$ cat config.mk
export PLATFORM = sky130hd
export DESIGN_NAME = vga_dac_palette_ports_flat
export DESIGN_NICKNAME = d
export VERILOG_FILES = /design/src/design/vdp_pkg.sv /design/src/design/vdp_if.sv /design/src/design/vga_dac_palette_ports.sv /design/src/design/vdp_wrap.sv /design/src/design/vdp_ptr.sv /design/src/design/vdp_ram.sv /design/src/flat_wrapper.sv
export VERILOG_INCLUDE_DIRS = /design/src /design/src/design
export SDC_FILE = /design/constraint.sdc
export NUM_CORES = 2
export LEC_CHECK = 0
export ABC_CLOCK_PERIOD_IN_PS = 18900
export BUFFER_PORTS_ARGS = -buffer_cell sky130_fd_sc_hd__buf_4
export CORE_AREA = 2 2 1014 612
export DETAILED_ROUTE_END_ITERATION = 16
export DIE_AREA = 0 0 1016 614
export GPL_ROUTABILITY_DRIVEN = 0
export HOLD_SLACK_MARGIN = 0.02
export PLACE_DENSITY_LB_ADDON = 0.25
export SYNTH_ARGS = -nofsm -noshare
export SYNTH_HDL_FRONTEND = slang
export SYNTH_MEMORY_MAX_BITS = 65536
export SYNTH_SLANG_ARGS = --single-unit
$ cat constraint.sdc
create_clock -name clock -period 18.9 [get_ports clock]
set_input_delay 3.78 -clock clock [delete_from_list [all_inputs] [get_ports clock]]
set_output_delay 3.78 -clock clock [all_outputs]
set_load 0.05 [all_outputs]
$ cat src/design/vga_dac_palette_ports_defines.svh
// Assertion macros for the palette port RTL.
// Included by files that carry concurrent checks; no other dependencies.
`ifndef VGA_DAC_PALETTE_PORTS_DEFINES_SVH
`define VGA_DAC_PALETTE_PORTS_DEFINES_SVH

// Same-cycle implication, clocked on clock, off during reset.
`define VDP_ASSERT_NOW(label, ante, cons, msg) \
   label: assert property (@(posedge clock) disable iff (reset) (ante) |-> (cons)) \
      else $error(msg);

// Next-cycle implication, clocked on clock, off during reset.
`define VDP_ASSERT_NEXT(label, ante, cons, msg) \
   label: assert property (@(posedge clock) disable iff (reset) (ante) |=> (cons)) \
      else $error(msg);

`endif

$ cat src/design/vdp_pkg.sv
// Package for the VGA DAC palette ports: command codes, component codes, types.
// No dependencies.
`timescale 1ns / 1ps

package vdp_pkg;

   localparam int INDEX_W     = 8;    // width of data and entry_index
   localparam int INDEX_RANGE = 256;  // codes an 8-bit index can take
   localparam int IN_COMP_W   = 6;    // width of red/green/blue/read_data fields

   typedef logic [2:0] cmd_type;
   localparam cmd_type CMD_SET_READ   = 3'd0;
   localparam cmd_type CMD_SET_WRITE  = 3'd1;
   localparam cmd_type CMD_WRITE_DATA = 3'd2;
   localparam cmd_type CMD_READ_DATA  = 3'd3;
   localparam cmd_type CMD_DIRECT_SET = 3'd4;

   typedef logic [1:0] comp_type;
   localparam comp_type COMP_RED   = 2'd0;
   localparam comp_type COMP_GREEN = 2'd1;
   localparam comp_type COMP_BLUE  = 2'd2;

   // Pointer control from the command decode.
   typedef struct packed {
      logic set;   // load index, restart at red
      logic step;  // advance one component
   } ptr_ctl_type;

endpackage

$ cat src/design/vdp_if.sv
// Request and response channel interfaces of the palette ports.
// Depends on vdp_pkg.
`timescale 1ns / 1ps

interface vdp_req_if import vdp_pkg::*; ();
   logic                 valid;
   logic                 ready;
   cmd_type              cmd;
   logic [INDEX_W-1:0]   data;
   logic [INDEX_W-1:0]   entry_index;
   logic [IN_COMP_W-1:0] red;
   logic [IN_COMP_W-1:0] green;
   logic [IN_COMP_W-1:0] blue;

   modport source (output valid, cmd, data, entry_index, red, green, blue, input ready);
   modport sink   (input valid, cmd, data, entry_index, red, green, blue, output ready);
endinterface

interface vdp_rsp_if import vdp_pkg::*; ();
   logic                 valid;
   logic                 ready;
   logic [IN_COMP_W-1:0] read_data;

   modport source (output valid, read_data, input ready);
   modport sink   (input valid, read_data, output ready);
endinterface

$ cat src/design/vga_dac_palette_ports.sv
// Top level of the VGA DAC palette ports: decode, pointers, palette, response.
// Depends on vdp_pkg, vdp_if, vdp_wrap, vdp_ptr, vdp_ram.
//
//   channel   dir  fields
//   req_chan  in   cmd, data, entry_index, red, green, blue
//   rsp_chan  out  read_data (one response per request)
//
// One request per cycle; its response is valid the cycle after acceptance.
// All work is done at the accept edge; the palette read port registers the
// component for a data read, and that register feeds the response.
// A stalled response holds; a new request is taken in the cycle it drains.
// Synchronous reset clears pointers and the response valid; palette contents
// stay undefined until written.
`timescale 1ns / 1ps

module vga_dac_palette_ports import vdp_pkg::*; #(
   parameter int COLOR_COUNT = 256,
   parameter int COMPONENT_BITS = 6
) (
   input logic       clock,
   input logic       reset,
   vdp_req_if.sink   req_chan,
   vdp_rsp_if.source rsp_chan
);

   localparam int PTR_W = $clog2(COLOR_COUNT);

   logic             accept;
   ptr_ctl_type      rd_ctl, wr_ctl;
   logic [PTR_W-1:0] data_idx, entry_idx;
   logic [PTR_W-1:0] rd_ptr, wr_ptr;
   comp_type         rd_comp, wr_comp;

   logic [2:0]                we;
   logic [PTR_W-1:0]          wr_addr;
   logic [COMPONENT_BITS-1:0] wr_red, wr_green, wr_blue;
   logic                      rd_en;
   logic [COMPONENT_BITS-1:0] rd_red, rd_green, rd_blue;
   logic [COMPONENT_BITS-1:0] rd_sel;

   logic     rsp_valid_ff, rsp_valid_in;
   logic     is_read_ff;
   comp_type sel_ff;

   assign req_chan.ready = !rsp_valid_ff || rsp_chan.ready;
   assign accept         = req_chan.valid && req_chan.ready;

   vdp_wrap #(.COLOR_COUNT(COLOR_COUNT)) u_data_wrap (
      .raw (req_chan.data),
      .idx (data_idx)
   );

   vdp_wrap #(.COLOR_COUNT(COLOR_COUNT)) u_entry_wrap (
      .raw (req_chan.entry_index),
      .idx (entry_idx)
   );

   always_comb begin
      rd_ctl   = '0;
      wr_ctl   = '0;
      we       = '0;
      rd_en    = 1'b0;
      wr_addr  = wr_ptr;
      wr_red   = req_chan.data[COMPONENT_BITS-1:0];
      wr_green = req_chan.data[COMPONENT_BITS-1:0];
      wr_blue  = req_chan.data[COMPONENT_BITS-1:0];
      if (accept) begin
         case (req_chan.cmd)
            CMD_SET_READ:   rd_ctl.set = 1'b1;
            CMD_SET_WRITE:  wr_ctl.set = 1'b1;
            CMD_WRITE_DATA: begin
               wr_ctl.step  = 1'b1;
               we[wr_comp]  = 1'b1;
            end
            CMD_READ_DATA: begin
               rd_ctl.step = 1'b1;
               rd_en       = 1'b1;
            end
            CMD_DIRECT_SET: begin
               we       = 3'b111;
               wr_addr  = entry_idx;
               wr_red   = COMPONENT_BITS'(req_chan.red);
               wr_green = COMPONENT_BITS'(req_chan.green);
               wr_blue  = COMPONENT_BITS'(req_chan.blue);
            end
            default: ;
         endcase
      end
   end

   vdp_ptr #(.COLOR_COUNT(COLOR_COUNT)) u_rd_ptr (
      .clock (clock),
      .reset (reset),
      .ctl   (rd_ctl),
      .index (data_idx),
      .ptr   (rd_ptr),
      .comp  (rd_comp)
   );

   vdp_ptr #(.COLOR_COUNT(COLOR_COUNT)) u_wr_ptr (
      .clock (clock),
      .reset (reset),
      .ctl   (wr_ctl),
      .index (data_idx),
      .ptr   (wr_ptr),
      .comp  (wr_comp)
   );

   vdp_ram #(.COLOR_COUNT(COLOR_COUNT), .COMP_W(COMPONENT_BITS)) u_ram (
      .clock    (clock),
      .we       (we),
      .wr_addr  (wr_addr),
      .wr_red   (wr_red),
      .wr_green (wr_green),
      .wr_blue  (wr_blue),
      .rd_en    (rd_en),
      .rd_addr  (rd_ptr),
      .rd_red   (rd_red),
      .rd_green (rd_green),
      .rd_blue  (rd_blue)
   );

   always_comb begin
      rsp_valid_in = rsp_valid_ff;
      if (accept)
         rsp_valid_in = 1'b1;
      else if (rsp_chan.ready)
         rsp_valid_in = 1'b0;
   end

   always_ff @(posedge clock) begin
      if (reset) begin
         rsp_valid_ff <= 1'b0;
      end else begin
         rsp_valid_ff <= rsp_valid_in;
      end
   end

   // Response payload side info; held while the response stalls.
   always_ff @(posedge clock) begin
      if (accept) begin
         is_read_ff <= (req_chan.cmd == CMD_READ_DATA);
         sel_ff     <= rd_comp;
      end
   end

   always_comb begin
      case (sel_ff)
         COMP_RED:   rd_sel = rd_red;
         COMP_GREEN: rd_sel = rd_green;
         COMP_BLUE:  rd_sel = rd_blue;
         default:    rd_sel = '0;
      endcase
   end

   assign rsp_chan.valid     = rsp_valid_ff;
   assign rsp_chan.read_data = is_read_ff ? rd_sel[IN_COMP_W-1:0] : '0;

endmodule

$ cat src/design/vdp_wrap.sv
// Reduces an 8-bit palette index modulo the palette size via a constant table.
// Depends on vdp_pkg.
`timescale 1ns / 1ps

module vdp_wrap import vdp_pkg::*; #(
   parameter int COLOR_COUNT = 256,
   localparam int PTR_W = $clog2(COLOR_COUNT)
) (
   input  logic [INDEX_W-1:0] raw,
   output logic [PTR_W-1:0]   idx
);

   logic [PTR_W-1:0] wrap_tbl [INDEX_RANGE];

   for (genvar i = 0; i < INDEX_RANGE; i++) begin : g_tbl
      assign wrap_tbl[i] = PTR_W'(i % COLOR_COUNT);
   end

   assign idx = wrap_tbl[raw];

endmodule

$ cat src/design/vdp_ptr.sv
// Palette pointer with its red/green/blue component counter.
// Depends on vdp_pkg and the assertion macro header.
`timescale 1ns / 1ps
`include "vga_dac_palette_ports_defines.svh"

module vdp_ptr import vdp_pkg::*; #(
   parameter int COLOR_COUNT = 256,
   localparam int PTR_W = $clog2(COLOR_COUNT)
) (
   input  logic             clock,
   input  logic             reset,
   input  ptr_ctl_type      ctl,
   input  logic [PTR_W-1:0] index,
   output logic [PTR_W-1:0] ptr,
   output comp_type         comp
);

   localparam logic [PTR_W-1:0] LAST_ENTRY = PTR_W'(COLOR_COUNT - 1);

   logic [PTR_W-1:0] ptr_ff, ptr_in;
   comp_type         comp_ff, comp_in;

   always_comb begin
      ptr_in  = ptr_ff;
      comp_in = comp_ff;
      if (ctl.set) begin
         ptr_in  = index;
         comp_in = COMP_RED;
      end else if (ctl.step) begin
         if (comp_ff == COMP_BLUE) begin
            comp_in = COMP_RED;
            ptr_in  = (ptr_ff == LAST_ENTRY) ? '0 : ptr_ff + 1'b1;
         end else begin
            comp_in = comp_ff + 1'b1;
         end
      end
   end

   always_ff @(posedge clock) begin
      if (reset) begin
         ptr_ff  <= '0;
         comp_ff <= COMP_RED;
      end else begin
         ptr_ff  <= ptr_in;
         comp_ff <= comp_in;
      end
   end

   assign ptr  = ptr_ff;
   assign comp = comp_ff;

   `VDP_ASSERT_NOW(a_comp_legal, 1'b1, comp_ff != 2'd3, "component counter out of range")
   `VDP_ASSERT_NEXT(a_set_loads, ctl.set, (ptr_ff == $past(index)) && (comp_ff == COMP_RED), "index load lost")
   `VDP_ASSERT_NEXT(a_blue_wraps, ctl.step && !ctl.set && (comp_ff == COMP_BLUE), (comp_ff == COMP_RED) && (ptr_ff != $past(ptr_ff)), "no advance after blue")
   `VDP_ASSERT_NEXT(a_idle_holds, !ctl.set && !ctl.step, $stable(ptr_ff) && $stable(comp_ff), "pointer moved without a request")

endmodule

$ cat src/design/vdp_ram.sv
// Palette storage: one bank per color component, one write and one read port.
// Depends on vdp_pkg.
`timescale 1ns / 1ps

module vdp_ram import vdp_pkg::*; #(
   parameter int COLOR_COUNT = 256,
   parameter int COMP_W = 6,
   localparam int PTR_W = $clog2(COLOR_COUNT)
) (
   input  logic              clock,
   input  logic [2:0]        we,       // bit per bank: red, green, blue
   input  logic [PTR_W-1:0]  wr_addr,
   input  logic [COMP_W-1:0] wr_red,
   input  logic [COMP_W-1:0] wr_green,
   input  logic [COMP_W-1:0] wr_blue,
   input  logic              rd_en,
   input  logic [PTR_W-1:0]  rd_addr,
   output logic [COMP_W-1:0] rd_red,
   output logic [COMP_W-1:0] rd_green,
   output logic [COMP_W-1:0] rd_blue
);

   logic [COMP_W-1:0] red_mem   [COLOR_COUNT];
   logic [COMP_W-1:0] green_mem [COLOR_COUNT];
   logic [COMP_W-1:0] blue_mem  [COLOR_COUNT];
   logic [COMP_W-1:0] rd_red_ff, rd_green_ff, rd_blue_ff;

   always_ff @(posedge clock) begin
      if (we[COMP_RED])   red_mem[wr_addr]   <= wr_red;
      if (we[COMP_GREEN]) green_mem[wr_addr] <= wr_green;
      if (we[COMP_BLUE])  blue_mem[wr_addr]  <= wr_blue;
   end

   always_ff @(posedge clock) begin
      if (rd_en) begin
         rd_red_ff   <= red_mem[rd_addr];
         rd_green_ff <= green_mem[rd_addr];
         rd_blue_ff  <= blue_mem[rd_addr];
      end
   end

   assign rd_red   = rd_red_ff;
   assign rd_green = rd_green_ff;
   assign rd_blue  = rd_blue_ff;

endmodule

$ cat src/flat_wrapper.sv
// flat-port wrapper written by rule: the top's interface ports become plain ports
module vga_dac_palette_ports_flat import vdp_pkg::*;
#(
   parameter int COLOR_COUNT = 256,
   parameter int COMPONENT_BITS = 6
)
  (clock, reset, req_chan_valid, req_chan_cmd, req_chan_data, req_chan_entry_index, req_chan_red, req_chan_green, req_chan_blue, req_chan_ready, rsp_chan_valid, rsp_chan_read_data, rsp_chan_ready);
  vdp_req_if req_chan_i ();
  vdp_rsp_if rsp_chan_i ();
  input logic clock;
  input logic reset;
  input wire logic [$bits(req_chan_i.valid)-1:0] req_chan_valid;
  input wire logic [$bits(req_chan_i.cmd)-1:0] req_chan_cmd;
  input wire logic [$bits(req_chan_i.data)-1:0] req_chan_data;
  input wire logic [$bits(req_chan_i.entry_index)-1:0] req_chan_entry_index;
  input wire logic [$bits(req_chan_i.red)-1:0] req_chan_red;
  input wire logic [$bits(req_chan_i.green)-1:0] req_chan_green;
  input wire logic [$bits(req_chan_i.blue)-1:0] req_chan_blue;
  output wire logic [$bits(req_chan_i.ready)-1:0] req_chan_ready;
  output wire logic [$bits(rsp_chan_i.valid)-1:0] rsp_chan_valid;
  output wire logic [$bits(rsp_chan_i.read_data)-1:0] rsp_chan_read_data;
  input wire logic [$bits(rsp_chan_i.ready)-1:0] rsp_chan_ready;
  assign req_chan_i.valid = req_chan_valid;
  assign req_chan_i.cmd = req_chan_cmd;
  assign req_chan_i.data = req_chan_data;
  assign req_chan_i.entry_index = req_chan_entry_index;
  assign req_chan_i.red = req_chan_red;
  assign req_chan_i.green = req_chan_green;
  assign req_chan_i.blue = req_chan_blue;
  assign req_chan_ready = req_chan_i.ready;
  assign rsp_chan_valid = rsp_chan_i.valid;
  assign rsp_chan_read_data = rsp_chan_i.read_data;
  assign rsp_chan_i.ready = rsp_chan_ready;
  vga_dac_palette_ports #(.COLOR_COUNT(COLOR_COUNT), .COMPONENT_BITS(COMPONENT_BITS)) u_core (.clock(clock), .reset(reset), .req_chan(req_chan_i), .rsp_chan(rsp_chan_i));
endmodule
==> reports/qor.csv <==
metric,value,unit
netSwitchingFraction,21.5,%
cp.required,15120,ps
fin_crit,8750,ps
muxShareOfSynthArea,15.6,%
place_area,0.193,sq mm
worstReg2RegEnd,u_core.u_ram.rd_red[4]$_DFFE_PP_,
root_buffer,clkbuf_16,
power.leakage,59.7,nW
grt-ovfl-total,0,
synthFlopType,edfxtp_1,
max-cap-violations,1,
synth_simple_gate_area_share,2.78,%
violations,capacitance limit,
setup_slack,10150,ps
synth_seq_area_share,75.9,%
cpMaxStageDelayCell,nor2b_1,
status,"complete, but fails checks",
fin_worst_hold_slack,549,ps
cp_num_buf_inv,3,
vias,93100,
total_power,20.7,mW
tightest_slew,1460,ps
drtIter0Drc,13200,
cts-resized-gates,0,
use_met3,4.27,%
areaGrowthSynthToFinish,12.3,%
synth_top_area_share,75.6,%
power_frac_seq,55.0,%
min_delay_path_depth,2,
grt_pass1_vias,90000,
dp.cells,16900,
clkPwrFrac,41.6,%
finalSetupViolations,0,
final_cells,17700,
portBuffers,48,
netSwitchingPower,4.46,mW
seqCellArea,0.139,sq mm
pwr-share-comb,3.4,%
synth-edff-count,4629,
async_flop_share,0,%
fin_nets,9139,
numCtsBuffers,420,
min_from,u_core.u_wr_ptr.comp[1]$_SDFFE_PP0N_,
hold_path_class,flip-flop to flip-flop,
clkTransAtPathRegs,60,ps
use_met2,23.0,%
reg2reg_from,u_core.u_rd_ptr.ptr[0]$_SDFFE_PP0P_,
cp_cell_sequence,buf_4 -> nor2b_1 -> inv_1 -> buf_4,
fin_util,33.5,%
via_per_inst,5.26,
p_int,16.3,mW
synth_nets,9039,
drive_gt1_share,21.3,%
startpoint_type,input pin,
dpl.hpwl,339000,um
postCtsSetupBuffers,0,
yosysWarnings,0,
grt.busiest_layer,met1,
die_w,1020,um
yosys.area.top_type,edfxtp_1,
synth_area,0.184,sq mm
clock_path_buffers,4,
grt_usage,16.6,%
ir_drop,0.0750,mV
fin_worst_skew,143,ps
cts.sinks,4650,
synth_common_cells,"edfxtp_1, mux4_2, nor2_1",
slew_headroom,1.67,%
synthAdderAreaFrac,0.0136,%
crit_path_frequent_cell,buf_4,
crit_family,simple AND/OR/NAND/NOR gates,
drc,0,
stdcell_area,0.206,sq mm
drtPass1Iterations,6,
rows,224,
rsz0062_at_grt,no,
syn_avg_cell_area,20.4,sq um
tritoncts,built,
critical_path.max_fanout,6,
ys_ff_latch,4650,
cp.depth,4,
endpoint_kind,output port,
slew_violations,0,
syn_inst,8996,
use_met1,26.0,%
synth_xor_area_share,0.0143,%
period_share,46.3,%
timing.final.hold_violations,0,
die_y,614,um
tns,0,ps
worst-setup-path-type,input pin to output port,
hold_end,u_core.u_wr_ptr.comp[1]$_SDFFE_PP0N_,
die_area,0.624,sq mm
synth_most_common_cell,edfxtp_1,
clk_latency,1020,ps
pre_cts_ws,10020,ps
start_util,29.8,%
wire_per_inst,30.4,um
antenna_found_initial,78,
wl,538000,um
cts_hold_buffers,0,
multi_input_area,0.0405,sq mm
worst_path_largest_cell_delay,610,ps
fillers,57400,
grt_max_degree,196,
reg2reg_slack,11830,ps
grt_pass1_wl,739000,um
powerDensity,101,mW/mm^2
cp.arrival,4970,ps
core_region_area,0.616,sq mm
reg2reg_depth,11,
postRouteAntennaNets,0,
synth_area_leaders,"edfxtp_1, mux4_2, mux2i_1, nor2_1, o221ai_1",
ios,49,
synth-compound-area-share,3.48,%
htree_levels,5,
fmax,114,MHz
yosysUniqueCellTypes,86,
synth_top_family_by_area,multiplexers,
## cell families (layout without fill, tap and decap cells)
| kind of cell | Yosys count | after routing |
|---|---|---|
| flip-flops | 4650 | 4650 |
| multiplexers | 1646 | 1646 |
| AND/OR/NAND/NOR | 1248 | 1248 |
| AO/OA/AOI/OAI | 847 | 847 |
| buffers and inverters | 600 | 1046 |
| XOR/XNOR | 3 | 3 |
| adder cells (fa/ha/maj) | 2 | 2 |
| other | 0 | 9 |
## per-layer routing
metal / routed length, um / up-vias
met1: 246000 / 50000
li1: - / 37600
met2: 220000 / 4830
met4: 13400 / 2
met3: 58100 / 599
met5: 13 / -
## tightest hold or removal path, cell delays in order (launching register included)
cell	delay, ps
dfxtp_1	370
a2bb2oi_1	80
nor2_1	70
## state kept, by name, summed over array words and instances, names as in the netlist
| name | cells |
|---|---|
| u_core.is_read_ff | 1 |
| u_core.u_rd_ptr.ptr | 8 |
| u_core.u_ram.red_mem | 1536 |
| u_core.u_ram.blue_mem | 1536 |
| u_core.u_wr_ptr.comp | 2 |
| u_core.u_rd_ptr.comp | 2 |
| u_core.u_ram.rd_blue | 6 |
| u_core.u_ram.green_mem | 1536 |
| u_core.u_ram.rd_green | 6 |
| u_core.u_ram.rd_red | 6 |
| u_core.u_wr_ptr.ptr | 8 |
| u_core.rsp_chan.valid | 1 |
| u_core.sel_ff | 2 |
## layout make-up
type	instances	area share, %
multi-input combinational	3746	19.7
sequential	4650	67.6
clock buffer	499	5.29
clock inverter	269	1.34
timing repair buffer	268	1.07
antenna	9	0.0109
inverter	10	0.0279
tap	8249	5.00
## power by group through the flow
stage / clock [mW] / sequential, mW / combinational (mW)
6_report: 8.63 / 11.4 / 0.712
5_1_grt: 9.17 / 11.4 / 0.752
4_1_cts: 8.78 / 11.4 / 0.718
3_5_place_dp: 0 / 11.6 / 0.719
3_3_place_gp: 0 / 11.6 / 0.699
2_1_floorplan: 0 / 11.7 / 0.383
## placed cells by master, fill, tap and decap left out, drive strengths merged, types with 37 or more instances in the layout
master     n
nor3      66
o21ai     86
o22ai    113
mux2      99
mux2i    589
nor2     849
nand2    220
buf      268
a221oi    52
edfxtp  4629
a21oi    132
bufinv    41
mux4     958
a22o      37
clkbuf   499
o221ai   251
clkinv   207
## worst max path at each step
stage,start,to,slack [ps]
3_5_place_dp,rsp_chan_ready,u_core.u_ram.blue_mem[68][1]$_DFFE_PP_,10020
3_3_place_gp,rsp_chan_ready,req_chan_ready,10010
4_1_cts,rsp_chan_ready,req_chan_ready,10090
6_report,rsp_chan_ready,req_chan_ready,10150
2_1_floorplan,req_chan_valid,u_core.u_ram.blue_mem[0][0]$_DFFE_PP_,9740
5_1_grt,rsp_chan_ready,req_chan_ready,10120
Note: power is estimated with default switching activity, not from simulation.
